--- src/rtl/l3bw_pkg.sv ---
// shared types and constants for the three-wire control bus byte writer
`default_nettype none

package l3bw_pkg;

  // bits shifted out for each byte
  localparam int unsigned BITS_PER_BYTE = 8;
  localparam int unsigned BIT_IDX_W     = $clog2(BITS_PER_BYTE);

  // input operation codes
  localparam logic OP_DATA = 1'b0;
  localparam logic OP_ADDR = 1'b1;

  // sequencer phases: idle, and one per kind of pin segment
  typedef enum logic [2:0] {
    PH_IDLE  = 3'd0,
    PH_HALT  = 3'd1,
    PH_SETUP = 3'd2,
    PH_BITLO = 3'd3,
    PH_BITHI = 3'd4,
    PH_END   = 3'd5
  } phase_t;

  // classified byte command handed from the front to the sequencer
  typedef struct packed {
    logic       mode;   // mode pin level through setup and bits
    logic       halt;   // send a halt segment before setup
    logic [7:0] data;   // byte, lsb first
  } cmd_t;

  // one pin segment
  typedef struct packed {
    logic clock;
    logic data;
    logic mode;
    logic last;
  } seg_t;

  // valid/ready pair between internal stages
  typedef struct packed {
    logic valid;
    logic ready;
  } hs_t;

endpackage

`default_nettype wire

--- src/rtl/l3bw_front.sv ---
// front end: accepts byte commands, classifies them and queues them
`default_nettype none

module l3bw_front
  import l3bw_pkg::*;
(
  input  wire logic       clk,
  input  wire logic       rst,
  input  wire logic       push,
  output logic            full,
  input  wire logic       opcode,
  input  wire logic       halt_first,
  input  wire logic [7:0] payload_byte,
  output hs_t             cmd_hs_out,   // valid driven here
  input  wire logic       cmd_ready,
  output cmd_t            cmd
);

  cmd_t       entries [2];
  logic       wr_ptr;
  logic       rd_ptr;
  logic [1:0] count;
  logic       push_xfer;
  logic       pop_xfer;
  cmd_t       classified;

  // classify: address writes run in mode low and never halt
  always_comb begin
    classified.mode = (opcode == OP_DATA);
    classified.halt = (opcode == OP_DATA) && halt_first;
    classified.data = payload_byte;
  end

  assign full      = (count == 2'd2);
  assign push_xfer = push && !full;
  assign pop_xfer  = (count != 2'd0) && cmd_ready;

  assign cmd_hs_out.valid = (count != 2'd0);
  assign cmd_hs_out.ready = cmd_ready;
  assign cmd              = entries[rd_ptr];

  // queue storage
  always_ff @(posedge clk) begin
    if (push_xfer) begin
      entries[wr_ptr] <= classified;
    end
  end

  // queue pointers and fill count
  always_ff @(posedge clk) begin
    if (rst) begin
      wr_ptr <= 1'b0;
      rd_ptr <= 1'b0;
      count  <= 2'd0;
    end else begin
      if (push_xfer) begin
        wr_ptr <= ~wr_ptr;
      end
      if (pop_xfer) begin
        rd_ptr <= ~rd_ptr;
      end
      if (push_xfer && !pop_xfer) begin
        count <= count + 2'd1;
      end else if (!push_xfer && pop_xfer) begin
        count <= count - 2'd1;
      end
    end
  end

endmodule

`default_nettype wire

--- src/rtl/l3bw_seq.sv ---
// back end: segment sequencer with a hold timer per segment
`default_nettype none

module l3bw_seq
  import l3bw_pkg::*;
#(
  parameter int unsigned SEGMENT_TICKS = 4
) (
  input  wire logic clk,
  input  wire logic rst,
  input  wire hs_t  cmd_hs_in,   // valid used here
  output logic      cmd_ready,
  input  wire cmd_t cmd,
  output logic      seg_valid,
  input  wire logic seg_ready,
  output seg_t      seg
);

  localparam int unsigned TICK_W = (SEGMENT_TICKS > 1) ? $clog2(SEGMENT_TICKS) : 1;
  localparam logic [TICK_W-1:0] TICK_RELOAD = TICK_W'(SEGMENT_TICKS - 1);
  localparam logic [BIT_IDX_W-1:0] LAST_BIT = BIT_IDX_W'(BITS_PER_BYTE - 1);

  phase_t               state;
  phase_t               state_next;
  logic [7:0]           shift_reg;
  logic [BIT_IDX_W-1:0] bit_count;
  logic                 mode;
  logic [TICK_W-1:0]    tick;
  logic                 seg_xfer;
  logic                 cmd_take;

  assign seg_xfer = seg_valid && seg_ready;
  assign cmd_take = cmd_hs_in.valid && cmd_ready;

  // next phase
  always_comb begin
    state_next = state;
    unique case (state)
      PH_IDLE: begin
        if (cmd_hs_in.valid) begin
          state_next = cmd.halt ? PH_HALT : PH_SETUP;
        end
      end
      PH_HALT: begin
        if (seg_xfer) state_next = PH_SETUP;
      end
      PH_SETUP: begin
        if (seg_xfer) state_next = PH_BITLO;
      end
      PH_BITLO: begin
        if (seg_xfer) state_next = PH_BITHI;
      end
      PH_BITHI: begin
        if (seg_xfer) state_next = (bit_count == LAST_BIT) ? PH_END : PH_BITLO;
      end
      PH_END: begin
        if (seg_xfer) state_next = PH_IDLE;
      end
      default: state_next = PH_IDLE;
    endcase
  end

  // segment outputs per phase
  always_comb begin
    cmd_ready = 1'b0;
    seg_valid = 1'b0;
    seg       = '{clock: 1'b1, data: 1'b0, mode: 1'b1, last: 1'b0};
    unique case (state)
      PH_IDLE: begin
        cmd_ready = 1'b1;
      end
      PH_HALT: begin
        seg_valid = (tick == '0);
        seg       = '{clock: 1'b1, data: 1'b0, mode: 1'b0, last: 1'b0};
      end
      PH_SETUP: begin
        seg_valid = (tick == '0);
        seg       = '{clock: 1'b1, data: 1'b0, mode: mode, last: 1'b0};
      end
      PH_BITLO: begin
        seg_valid = (tick == '0);
        seg       = '{clock: 1'b0, data: shift_reg[0], mode: mode, last: 1'b0};
      end
      PH_BITHI: begin
        seg_valid = (tick == '0);
        seg       = '{clock: 1'b1, data: shift_reg[0], mode: mode, last: 1'b0};
      end
      PH_END: begin
        seg_valid = (tick == '0);
        seg       = '{clock: 1'b1, data: 1'b0, mode: 1'b1, last: 1'b1};
      end
      default: begin
        cmd_ready = 1'b0;
      end
    endcase
  end

  // control registers and hold timer
  always_ff @(posedge clk) begin
    if (rst) begin
      state     <= PH_IDLE;
      bit_count <= '0;
      tick      <= '0;
    end else begin
      state <= state_next;
      if (cmd_take) begin
        bit_count <= '0;
      end else if (seg_xfer && state == PH_BITHI) begin
        bit_count <= bit_count + 1'b1;
      end
      if (seg_xfer) begin
        tick <= TICK_RELOAD;
      end else if (tick != '0) begin
        tick <= tick - 1'b1;
      end
    end
  end

  // byte and mode of the command in flight
  always_ff @(posedge clk) begin
    if (cmd_take) begin
      shift_reg <= cmd.data;
      mode      <= cmd.mode;
    end else if (seg_xfer && state == PH_BITHI) begin
      shift_reg <= {1'b0, shift_reg[7:1]};
    end
  end

  // a nonzero bit count only lives inside the bit phases
  a_bit_count_phase: assert property (@(posedge clk) disable iff (rst)
    (bit_count != '0) |-> (state == PH_BITLO || state == PH_BITHI))
    else $error("bit count set outside bit phases");

  // the closing segment always returns the sequencer to idle
  a_end_to_idle: assert property (@(posedge clk) disable iff (rst)
    (seg_xfer && state == PH_END) |=> (state == PH_IDLE))
    else $error("sequencer did not return to idle after closing segment");

  // every segment transfer restarts the hold timer
  a_tick_reload: assert property (@(posedge clk) disable iff (rst)
    seg_xfer |=> (tick == TICK_RELOAD))
    else $error("hold timer not reloaded after segment");

  // halt segments only precede data writes
  a_halt_mode: assert property (@(posedge clk) disable iff (rst)
    (state == PH_HALT) |-> mode)
    else $error("halt phase on an address write");

endmodule

`default_nettype wire

--- src/rtl/l3bw_outq.sv ---
// result queue: two-entry buffer of pin segments toward the receiver
`default_nettype none

module l3bw_outq
  import l3bw_pkg::*;
(
  input  wire logic clk,
  input  wire logic rst,
  input  wire logic seg_valid,
  output logic      seg_ready,
  input  wire seg_t seg,
  output logic      empty,
  input  wire logic pop,
  output seg_t      head
);

  seg_t       entries [2];
  logic       wr_ptr;
  logic       rd_ptr;
  logic [1:0] count;
  logic       wr_xfer;
  logic       rd_xfer;

  assign seg_ready = (count != 2'd2);
  assign empty     = (count == 2'd0);
  assign wr_xfer   = seg_valid && seg_ready;
  assign rd_xfer   = pop && !empty;
  assign head      = entries[rd_ptr];

  // segment storage
  always_ff @(posedge clk) begin
    if (wr_xfer) begin
      entries[wr_ptr] <= seg;
    end
  end

  // pointers and fill count
  always_ff @(posedge clk) begin
    if (rst) begin
      wr_ptr <= 1'b0;
      rd_ptr <= 1'b0;
      count  <= 2'd0;
    end else begin
      if (wr_xfer) begin
        wr_ptr <= ~wr_ptr;
      end
      if (rd_xfer) begin
        rd_ptr <= ~rd_ptr;
      end
      if (wr_xfer && !rd_xfer) begin
        count <= count + 2'd1;
      end else if (!wr_xfer && rd_xfer) begin
        count <= count - 2'd1;
      end
    end
  end

endmodule

`default_nettype wire

--- src/rtl/l3_bus_byte_writer.sv ---
// top level of the three-wire control bus byte writer
//
// Usage: byte commands go in through a queue-style port (push/full) with
// opcode, halt_first and payload_byte; a transfer happens when push is high
// and full is low. Each byte turns into 18 pin segments (address write, or
// data write without halt) or 19 (data write with halt), read out through a
// second queue-style port (empty/pop) carrying l3_clock, l3_data, l3_mode and
// last_segment, which marks the closing idle segment of the byte.
// When the sequencer is free and its hold timer has run out, the first
// segment of a byte passes from the command queue through the sequencer
// state register into the result queue. The spacing of segments is set by
// the segment hold timer in the sequencer (SEGMENT_TICKS), which restarts on
// every segment transfer. Two commands queue ahead of the sequencer, so new
// bytes are taken while one is being sent.
// Reset (rst, synchronous) empties both queues and returns the sequencer to
// idle. When the receiver stops popping, the two-entry result queue fills,
// the sequencer waits on the current segment, and the command queue backs up
// until full rises; nothing is dropped.
`default_nettype none

module l3_bus_byte_writer
  import l3bw_pkg::*;
#(
  parameter int unsigned SEGMENT_TICKS = 4
) (
  input  wire logic       clk,
  input  wire logic       rst,
  input  wire logic       push,
  output logic            full,
  input  wire logic       opcode,
  input  wire logic       halt_first,
  input  wire logic [7:0] payload_byte,
  output logic            empty,
  input  wire logic       pop,
  output logic            l3_clock,
  output logic            l3_data,
  output logic            l3_mode,
  output logic            last_segment
);

  hs_t  cmd_hs;
  logic cmd_ready;
  cmd_t cmd;
  logic seg_valid;
  logic seg_ready;
  seg_t seg;
  seg_t head;

  // front: accept and classify byte commands
  l3bw_front u_front (
    .clk          (clk),
    .rst          (rst),
    .push         (push),
    .full         (full),
    .opcode       (opcode),
    .halt_first   (halt_first),
    .payload_byte (payload_byte),
    .cmd_hs_out   (cmd_hs),
    .cmd_ready    (cmd_ready),
    .cmd          (cmd)
  );

  // back: segment sequencer
  l3bw_seq #(
    .SEGMENT_TICKS (SEGMENT_TICKS)
  ) u_seq (
    .clk       (clk),
    .rst       (rst),
    .cmd_hs_in (cmd_hs),
    .cmd_ready (cmd_ready),
    .cmd       (cmd),
    .seg_valid (seg_valid),
    .seg_ready (seg_ready),
    .seg       (seg)
  );

  // result queue toward the receiver
  l3bw_outq u_outq (
    .clk       (clk),
    .rst       (rst),
    .seg_valid (seg_valid),
    .seg_ready (seg_ready),
    .seg       (seg),
    .empty     (empty),
    .pop       (pop),
    .head      (head)
  );

  assign l3_clock     = head.clock;
  assign l3_data      = head.data;
  assign l3_mode      = head.mode;
  assign last_segment = head.last;

endmodule

`default_nettype wire
--- config.mk ---
export PLATFORM = sky130hd
export DESIGN_NAME = l3_bus_byte_writer
export DESIGN_NICKNAME = d
export VERILOG_FILES = /design/src/rtl/l3bw_pkg.sv /design/src/rtl/l3bw_front.sv /design/src/rtl/l3bw_seq.sv /design/src/rtl/l3bw_outq.sv /design/src/rtl/l3_bus_byte_writer.sv
export SDC_FILE = /design/constraint.sdc
export NUM_CORES = 1
export LEC_CHECK = 0
export BUFFER_PORTS_ARGS = -buffer_cell sky130_fd_sc_hd__buf_2
export CAP_MARGIN = 20
export CORE_MARGIN = 2
export CORE_UTILIZATION = 35
export DETAILED_ROUTE_END_ITERATION = 8
export PLACE_DENSITY_LB_ADDON = 0.05
export SLEW_MARGIN = 20
export SYNTH_ARGS = -nofsm -noshare
export SYNTH_HDL_FRONTEND = slang
export SYNTH_SLANG_ARGS = --single-unit
--- constraint.sdc ---
create_clock -name clk -period 3.9 [get_ports clk]
set_clock_uncertainty 0.2 [all_clocks]
set_input_delay 0.78 -clock clk [delete_from_list [all_inputs] [get_ports clk]]
set_output_delay 0.78 -clock clk [all_outputs]
set_load 0.01 [all_outputs]
==> flow_summary.toml, run 1 <==
[global_route]
grt-ovfl-total = 0
maximum_number_of_pins_on_one_net_before_global_route_repair = 19
antenna_found_initial = 0
grt_use_total_pct = 11.6
wire_length_of_the_first_global_routing_pass_um = 6630
grt_pass1_vias = 1432

[clocking]
cts_root_buf = "sky130_fd_sc_hd__clkbuf_8"
cts_repair_resize_count = 0
cts_bufs_inserted = 5
cts_num_sinks = 55
clk_transition_reported_paths_ns = 0.09
cts_max_path_buffers = 2
cts.repair_timing.setup_buffer_count = 0
tritoncts = "yes"
h-tree-depth = 2
clk_latency_ns = 0.30
hold_buf_count_cts = 0

[floorplanning]
die_h_um = 86.0
floorplan.rows = 29
core_area_um2 = 6420
chipWidth_um = 86.0
effective_utilization_at_floorplan_pct = 36.6
fp.dieArea_um2 = 7390
num_io_pins = 20

[layout]
syn2layout_area_growth_pct = 10.6
finish.net_count = 229
num_antenna_cells = 0
share_of_final_layout_standard_cells_stronger_than_drive_strength_1_pct = 17.6
total_non_filler_cell_area_in_the_finished_layout_um2 = 2600
largest_register_ffs = 20
end_of_flow_core_utilization_pct = 40.5
mostFrequentLayoutCells = "sky130_fd_sc_hd__edfxtp_1 (37), sky130_fd_sc_hd__buf_2 (19), sky130_fd_sc_hd__nor2_1 (18), sky130_fd_sc_hd__dfxtp_1 (18)"
layout.cells.most_common = "sky130_fd_sc_hd__edfxtp_1"
number_of_filler_instances_in_the_final_layout = 617

[placed_design]
port-buffer-count = 19
pre_cts_slack_ns = 1.31
dp.final_hpwl_um = 2940
dpl-instance-area_um2 = 2490
gp_congestion = 0.825

[routing]
route.detailed.wl_per_inst_um = 14.0
drt-total-wl_um = 4010
drc = 0
num_vias = 1416
dr.pass1.iters = 4
drt_iter0_drc = 84
antenna_violating_nets_post_route = 0
via_per_inst = 4.93

[logic_synthesis]
post_synth_inst_count = 192
syn-cell-area_um2 = 2350
yosys-top-cells-area = "sky130_fd_sc_hd__edfxtp_1 (47%), sky130_fd_sc_hd__dfxtp_1 (15%), sky130_fd_sc_hd__mux2i_1 (4.3%), sky130_fd_sc_hd__ha_1 (3.2%), sky130_fd_sc_hd__xor2_1 (3.0%)"
yosys_warnings = 0
synth_top_area_share_pct = 47.3
synth-seq-area-share_pct = 62.6
distinct_cells_synth = 38
synth-seq-cells = 55
synthesis.area_per_instance_um2 = 12.2
synth.largest_area_cell = "sky130_fd_sc_hd__edfxtp_1"
syn_nets = 212

[sta]
worst_slew_margin_rel_pct = 39.0
timing.final.crit_share_pct = 65.6
holdWs_ns = 0.297
fmaxAchievable_ghz = 0.391
pins_over_their_slew_limit = 0
finalHoldViolCount = 0
tightestPinTransition_ns = 0.912
timing.final.setup_violations = 0
finalWorstPathRequiredPeriod_ns = 2.56
setup_ws_ns = 1.34
fin_setup_tns_ns = 0
grt_setup_unrepaired = "no"

[setup_path]
cp_max_stage_cell = "sky130_fd_sc_hd__nor2b_1"
cp_data_required_time_ns = 3.93
path_cells = "nor3_1 -> nor2b_1 -> inv_2 -> ha_1 -> or3_1 -> a21oi_1"
cp-start-kind = "register"
critPathKind = "reg -> reg"
cp-end-kind = "register"
maximum_single_stage_delay_on_the_critical_path_ns = 0.50
path_max_fanout = 17
critical_path_arrival_ns = 2.58

[status]
result_of_the_run = "completed"

[run]
max-cap-violations = 0

[min_path]
hold_path.class = "reg -> reg"

[pwr]
power.leakage_uw = 0.00100
ir_worst_vdd_uv = 312
pwr_density_cell_nw_per_um2 = 742
## per-stage QoR
stage / total power [µW] / instances
after CTS: 1960 / 287
after global placement: 1550 / 279
after global routing: 2080 / 287
after detailed placement: 1590 / 279
final: 1930 / 287
after floorplan: 1440 / 192
## final timing paths
path             startpoint          endpoint  slack, ns  cells after the start
max          u_seq.state[1]  u_front.count[1]       1.34                      6
min reg2reg   u_seq.tick[1]     u_seq.tick[1]       0.30                      2
max reg2reg  u_seq.state[1]  u_front.count[1]       1.34                      6
min           u_seq.tick[1]     u_seq.tick[1]       0.30                      2
## worst max-delay path, delay by kind of cell, from the launching register on
kind / cells / cell delay (ns)
DFF: 1 / 0.44
buffers and inverters: 1 / 0.24
and+or+nand+nor: 3 / 1.09
AOI/OAI and AO/OA: 1 / 0.15
adders and majority gates: 1 / 0.37
## final cells by class
class                           instances  area [µm²]  share of cell area, %
Sequential cell                        55        1470                   56.6
Multi-Input combinational cell        116         787                   30.3
Tap cell                               77        96.3                   3.70
Timing Repair Buffer                   19        95.1                   3.66
Clock buffer                            7        76.3                   2.93
Inverter                               12        45.0                   1.73
Clock inverter                          1        30.0                   1.15
## per-layer routing
metal  track usage (%)  up-vias  wire length, µm
met1              15.0      667             1900
met3              3.27        6              162
met4              4.33        0               45
li1                  -      712                -
met5                 0        -                0
met2              18.5       31             1910
## kinds of logic (layout without fill, tap and decap cells)
kind of cell	after synthesis	count (layout)	synth area share, %
flops	55	55	62.6
simple gates	51	51	10.6
compound gates	32	32	8.25
buf+inv	21	39	3.94
mux	16	16	7.29
xor+xnor	11	11	4.10
fa+ha+maj	6	6	3.19
## cell usage after synthesis
cell and instances:
sky130_fd_sc_hd__edfxtp_1 37, sky130_fd_sc_hd__nand2_1 13, sky130_fd_sc_hd__a211oi_1 1, sky130_fd_sc_hd__mux2_2 5, sky130_fd_sc_hd__and2b_1 1, sky130_fd_sc_hd__nor3_1 5
sky130_fd_sc_hd__a221o_1 1, sky130_fd_sc_hd__nand2b_1 1, sky130_fd_sc_hd__and3_1 2, sky130_fd_sc_hd__nand2b_4 1, sky130_fd_sc_hd__nor2_1 18, sky130_fd_sc_hd__nand4_1 1
sky130_fd_sc_hd__nor3b_1 1, sky130_fd_sc_hd__a21oi_1 8, sky130_fd_sc_hd__o21ai_1 2, sky130_fd_sc_hd__o221ai_1 1, sky130_fd_sc_hd__a21boi_0 1, sky130_fd_sc_hd__inv_1 10
sky130_fd_sc_hd__or3_1 2, sky130_fd_sc_hd__nand4b_1 1, sky130_fd_sc_hd__buf_2 5, sky130_fd_sc_hd__mux2i_1 10, sky130_fd_sc_hd__o221a_2 1, sky130_fd_sc_hd__and2_4 1
sky130_fd_sc_hd__mux2_4 1, sky130_fd_sc_hd__or2_2 1, sky130_fd_sc_hd__nor2b_1 3, sky130_fd_sc_hd__xnor2_1 3, sky130_fd_sc_hd__clkbuf_1 3, sky130_fd_sc_hd__buf_6 1
sky130_fd_sc_hd__o21ai_0 13, sky130_fd_sc_hd__dfxtp_1 18, sky130_fd_sc_hd__o311ai_0 1, sky130_fd_sc_hd__a311oi_1 2, sky130_fd_sc_hd__inv_2 2, sky130_fd_sc_hd__ha_1 6
sky130_fd_sc_hd__a22oi_1 1, sky130_fd_sc_hd__xor2_1 8
## report_power, final
part           total (µW)  internal [µW]  switching (µW)
Combinational         622            275             347
Sequential            945            831             114
Clock                 364            192             172
No activity file was read; power rests on OpenSTA's default activity.
==> inputs of run 2 (changes only) <==
==> constraint.sdc (replaced) <==
create_clock -name clk -period 2.55 [get_ports clk]
set_clock_uncertainty 0.2 [all_clocks]
set_input_delay 0.51 -clock clk [delete_from_list [all_inputs] [get_ports clk]]
set_output_delay 0.51 -clock clk [all_outputs]
set_load 0.01 [all_outputs]
==> run 2 against run 1 <==
  * Sequential power is 49% higher
  * Worst setup slack worse by 0.97 ns
  * Largest cell class unchanged
  * Largest power group unchanged
  * Maximum frequency is 18% higher
==> flow_summary.toml, run 2 (synthesis results as in run 1) <==
[routing]
dr.pass1.iters = 4
drt_iter0_drc = 95
drc = 0
route.detailed.wl_per_inst_um = 13.8
num_vias = 1463
via_per_inst = 5.03
drt-total-wl_um = 4020
antenna_violating_nets_post_route = 0

[layout]
num_antenna_cells = 0
syn2layout_area_growth_pct = 11.0
end_of_flow_core_utilization_pct = 40.6
total_non_filler_cell_area_in_the_finished_layout_um2 = 2610
largest_register_ffs = 20
share_of_final_layout_standard_cells_stronger_than_drive_strength_1_pct = 19.2
finish.net_count = 233
mostFrequentLayoutCells = "sky130_fd_sc_hd__edfxtp_1 (37), sky130_fd_sc_hd__buf_2 (19), sky130_fd_sc_hd__nor2_1 (18), sky130_fd_sc_hd__dfxtp_1 (18)"
layout.cells.most_common = "sky130_fd_sc_hd__edfxtp_1"

[placed_design]
port-buffer-count = 19
dpl-instance-area_um2 = 2520
dp.final_hpwl_um = 2910
gp_congestion = 0.878

[global_route]
antenna_found_initial = 0
maximum_number_of_pins_on_one_net_before_global_route_repair = 19
grt_pass1_vias = 1448
grt_use_total_pct = 11.8
wire_length_of_the_first_global_routing_pass_um = 6710
grt-ovfl-total = 0

[sta]
fmaxAchievable_ghz = 0.460
timing.final.crit_share_pct = 85.3
grt_setup_unrepaired = "no"
timing.final.setup_violations = 0
finalWorstPathRequiredPeriod_ns = 2.18
fin_setup_tns_ns = 0
finalHoldViolCount = 0
tightestPinTransition_ns = 0.509
pins_over_their_slew_limit = 0
holdWs_ns = 0.186
worst_slew_margin_rel_pct = 66.1

[setup_path]
cp-end-kind = "register"
critPathKind = "reg -> reg"
cp-start-kind = "register"
cp_data_required_time_ns = 2.59
critical_path_arrival_ns = 2.22
path_max_fanout = 17

[clocking]
cts.repair_timing.setup_buffer_count = 0
clk_transition_reported_paths_ns = 0.10
cts_bufs_inserted = 5
cts_num_sinks = 55
cts_max_path_buffers = 2
clk_latency_ns = 0.31
cts_repair_resize_count = 0
tritoncts = "yes"
cts_root_buf = "sky130_fd_sc_hd__clkbuf_8"
hold_buf_count_cts = 0
h-tree-depth = 2

[min_path]
hold_path.class = "in -> reg"

[floorplanning]
effective_utilization_at_floorplan_pct = 36.6
num_io_pins = 20
floorplan.rows = 29
fp.dieArea_um2 = 7390
die_h_um = 86.0
chipWidth_um = 86.0
core_area_um2 = 6420

[pwr]
power.share.clock_pct = 15.9
seq_power_share_pct = 48.5
pwr_density_cell_nw_per_um2 = 1110
power_report.internal_total_uw = 1920
comb_power_share_pct = 35.7
net_sw_share_pct = 33.8
power.leakage_uw = 0.00101
ir_worst_vdd_uv = 376
power.net_switching_uw = 981

[run]
max-cap-violations = 0

[status]
result_of_the_run = "completed"
==> run 2: metrics by stage <==
stage | cells | worst slack, ns | power (µW)
finish | 291 | 0.375 | 2900
global route | 291 | 0.226 | 3130
CTS | 291 | 0.374 | 2940
detailed placement | 283 | 0.399 | 2470
global placement | 283 | 0.471 | 2410
floorplan | 192 | 0.516 | 2200
==> run 2: power groups by stage <==
| stage | sequential [µW] | combinational [µW] | clock (µW) |
|---|---|---|---|
| 2_1_floorplan | 1370 | 830 | 0 |
| 3_3_place_gp | 1410 | 998 | 0 |
| 3_5_place_dp | 1430 | 1050 | 0 |
| 4_1_cts | 1410 | 1050 | 480 |
| 5_1_grt | 1430 | 1180 | 513 |
| 6_report | 1410 | 1030 | 460 |
==> run 2: final cells by class <==
cell class | count | area, µm²
inverters | 12 | 45.0
clock buffers | 6 | 72.6
fillers | 618 | 3810
repair buffers | 23 | 125
well taps | 77 | 96.3
flip-flops and latches | 55 | 1470
multi-input cells | 116 | 787
clock inverters | 2 | 12.5
==> run 2: layer usage <==
layer	track usage (%)	vias up	wire (µm)
li1	-	720	-
met1	14.7	697	1880
met2	19.1	41	1890
met3	3.66	5	188
met4	4.33	0	59
met5	0	-	0
==> run 2: path summary, 6_finish.rpt <==
kind | startpoint | end | slack, ns | cells past startpoint
min reg2reg | u_seq.tick[1] | u_seq.tick[1] | 0.31 | 2
max | u_seq.state[1] | u_front.count[1] | 0.37 | 6
min | payload_byte[4] | u_front.entries[0][4] | 0.19 | 1
max reg2reg | u_seq.state[1] | u_front.count[1] | 0.37 | 6
==> run 2: worst max-delay path, stage by stage, from the launching register on <==
cell and delay (ns):
sky130_fd_sc_hd__dfxtp_1 0.44, sky130_fd_sc_hd__nor3_1 0.26, sky130_fd_sc_hd__nor2b_1 0.23, sky130_fd_sc_hd__inv_2 0.16, sky130_fd_sc_hd__ha_1 0.34, sky130_fd_sc_hd__or3_1 0.35
sky130_fd_sc_hd__a21oi_1 0.13
==> inputs of run 3 (changes only) <==
--- a/config.mk
+++ b/config.mk
@@ -5,11 +5,12 @@
 export SDC_FILE = /design/constraint.sdc
 export NUM_CORES = 1
 export LEC_CHECK = 0
-export BUFFER_PORTS_ARGS = -buffer_cell sky130_fd_sc_hd__buf_2
+export ABC_AREA = 1
 export CAP_MARGIN = 20
 export CORE_MARGIN = 2
 export CORE_UTILIZATION = 35
 export DETAILED_ROUTE_END_ITERATION = 8
+export DONT_BUFFER_PORTS = 1
 export PLACE_DENSITY_LB_ADDON = 0.05
 export SLEW_MARGIN = 20
 export SYNTH_ARGS = -nofsm -noshare
==> run 3 against run 2 <==
  * Cell area shrank 0.67%
  * Sequential cell count is the same
  * Sequential share of layout area grew 0.38 points
  * Synthesized cell count grew 18%
  * First-iteration DRC count shrank 22%
  * Final cell count grew 8.6%
==> flow_summary.toml, run 3 <==
[logic_synthesis]
dominant_register_cell_in_the_synthesized_netlist = "sky130_fd_sc_hd__edfxtp_1"
synth-seq-cells = 55
post_synth_inst_count = 227
asyncSetResetFlopFracSynth_pct = 0
synthesis.area_per_instance_um2 = 10.5
synthTopCellsByCount = "sky130_fd_sc_hd__nand2_1 (42), sky130_fd_sc_hd__edfxtp_1 (37), sky130_fd_sc_hd__nor2_1 (34)"
distinct_cells_synth = 31
synth_top_area_share_pct = 46.4
synth-edff-count = 37
yosys_warnings = 0
synth-seq-area-share_pct = 61.5
synth.largest_area_cell = "sky130_fd_sc_hd__edfxtp_1"
yosys-top-cells-area = "sky130_fd_sc_hd__edfxtp_1 (46%), sky130_fd_sc_hd__dfxtp_1 (15%), sky130_fd_sc_hd__nand2_1 (6.6%), sky130_fd_sc_hd__nor2_1 (5.3%), sky130_fd_sc_hd__ha_1 (3.1%)"
syn_nets = 247
syn-cell-area_um2 = 2390
synth.most_common_cell = "sky130_fd_sc_hd__nand2_1"

[routing]
dr.pass1.iters = 4
route.detailed.wl_per_inst_um = 12.7
drt-total-wl_um = 4010
num_vias = 1510
via_per_inst = 4.78
antenna_violating_nets_post_route = 0
drt_iter0_drc = 74
drc = 0

[setup_path]
cp-end-kind = "register"
critical_path_arrival_ns = 2.07
cp_data_required_time_ns = 2.60
critPathTopFamily = "simple AND/OR/NAND/NOR gates"
critPathKind = "reg -> reg"
timing.critical_path.mode_cell = "sky130_fd_sc_hd__nand2_1"
regToRegStartpoint = "u_seq.state[2]"
timing.reg2reg.setup_slack_ns = 0.52
critPathBufInv = 1
cp-start-kind = "register"
cp_max_stage_cell = "sky130_fd_sc_hd__dfxtp_1"
path_max_fanout = 19
maximum_single_stage_delay_on_the_critical_path_ns = 0.39
path_cells = "inv_2 -> nand2_2 -> nor2_4 -> nand2_4 -> ha_1 -> a21oi_1 -> o21ai_0 -> nand2_1 -> nand2_1 -> nor2_1"
worstReg2RegEnd = "u_front.count[1]"
worstRegToRegCells = 10

[clocking]
cts.repair_timing.setup_buffer_count = 0
h-tree-depth = 2
cts_max_path_buffers = 2
cts_root_buf = "sky130_fd_sc_hd__clkbuf_8"
cts_repair_resize_count = 0
clk_latency_ns = 0.30
cts_bufs_inserted = 5
cts_num_sinks = 55
tritoncts = "yes"
clk_transition_reported_paths_ns = 0.10
hold_buf_count_cts = 0

[global_route]
grt_pass1_vias = 1479
wire_length_of_the_first_global_routing_pass_um = 6690
grt_use_total_pct = 11.6
grt-busiest-layer = "met2"
groute.layer.met2.usage_pct = 20.1
antenna_found_initial = 0
met3_grt_util_pct = 3.24
grt-ovfl-total = 0
grt_use_met1_pct = 13.8
maximum_number_of_pins_on_one_net_before_global_route_repair = 20

[layout]
area_of_the_multi_input_gates_um2 = 815
layout.cells.most_common = "sky130_fd_sc_hd__nand2_1"
mostFrequentLayoutCells = "sky130_fd_sc_hd__nand2_1 (42), sky130_fd_sc_hd__edfxtp_1 (37), sky130_fd_sc_hd__nor2_1 (34), sky130_fd_sc_hd__dfxtp_1 (18), sky130_fd_sc_hd__inv_1 (15)"
area.sequential_um2 = 1470
num_antenna_cells = 0
total_non_filler_cell_area_in_the_finished_layout_um2 = 2590
share_of_final_layout_standard_cells_stronger_than_drive_strength_1_pct = 15.3
finish.net_count = 255
largest_register_ffs = 20
number_of_filler_instances_in_the_final_layout = 647
end_of_flow_core_utilization_pct = 38.6
syn2layout_area_growth_pct = 8.37

[pwr]
power.leakage_uw = 0.00100
pwr_density_cell_nw_per_um2 = 1200
ir_worst_vdd_uv = 344
p_total_uw = 3120

[sta]
tightestPinTransition_ns = 0.590
timing.final.crit_share_pct = 79.4
grt_setup_unrepaired = "no"
fin_setup_tns_ns = 0
finalHoldViolCount = 0
finalWorstPathRequiredPeriod_ns = 2.03
timing.final.setup_violations = 0
fmaxAchievable_ghz = 0.494
worst_slew_margin_rel_pct = 60.2
pins_over_their_slew_limit = 0
holdWs_ns = 0.0652

[min_path]
hp-start = "rst"
min_path_cells = 1
hold_path.class = "in -> reg"
worst_hold_path.endpoint = "u_outq.wr_ptr"

[status]
result_of_the_run = "completed"

[floorplanning]
die_h_um = 86.7
floorplan.rows = 30
chipWidth_um = 86.7
fp.dieArea_um2 = 7510
effective_utilization_at_floorplan_pct = 35.6
core_area_um2 = 6720
num_io_pins = 20

[placed_design]
gp_congestion = 0.763
dpl-instance-area_um2 = 2500
dp.final_hpwl_um = 2970
port-buffer-count = 0

[run]
max-cap-violations = 0
-- run 3: cell types whose count changed after synthesis, sizes merged, moves of 7 or more --
cell and change:
nand3 +10, xor2 -7, mux2i -10, nand2 +34
o31ai +7, nor2 +20
-- run 3: routing by layer --
metal / wire length [µm] / vias up / part of all wire [%]
met2: 2030 / 22 / 51
met3: 134 / 2 / 3.3
met1: 1810 / 689 / 45
met4: 31 / 0 / 0.77
li1: - / 797 / -
met5: 0 / - / 0
-- run 3: worst max-delay path by stage --
stage                   start                  to  slack, ns  cells after the start
2_1_floorplan   u_seq.tick[0]  u_seq.shift_reg[0]       0.62                      4
3_3_place_gp    u_seq.tick[0]  u_seq.shift_reg[4]       0.37                      4
3_5_place_dp   u_seq.state[2]  u_seq.shift_reg[3]       0.51                      6
4_1_cts        u_seq.state[2]  u_seq.shift_reg[0]       0.50                      6
5_1_grt        u_seq.state[2]    u_front.count[1]       0.36                     10
6_report       u_seq.state[2]    u_front.count[1]       0.52                     10
-- run 3: logic make-up after synthesis --
kind of cell / synth area share (%)
DFF: 61.5
adders and majority gates: 3.14
AOI/OAI and AO/OA: 9.62
buffers and inverters: 4.45
xor gates and xnor gates: 0.732
and+or+nand+nor: 18.7
muxes: 1.88
-- run 3: power breakdown --
part / total (µW) / switching [µW] / internal [µW]
Sequential: 1420 / 124 / 1290
Combinational: 1210 / 792 / 421
Clock: 490 / 287 / 202
Total: 3120 / 1200 / 1920
-- run 3: final cells by class --
cell class / count / share of cell area (%)
Clock buffer: 5 / 2.65
Clock inverter: 3 / 1.01
Inverter: 19 / 2.85
Multi-Input combinational cell: 149 / 31.4
Sequential cell: 55 / 56.8
Tap cell: 80 / 3.86
Timing Repair Buffer: 5 / 1.45
-- run 3: through the flow --
stage | setup slack [ns] | std cells
global route | 0.360 | 316
floorplan | 0.621 | 227
finish | 0.525 | 316
global placement | 0.369 | 307
detailed placement | 0.508 | 308
CTS | 0.500 | 316
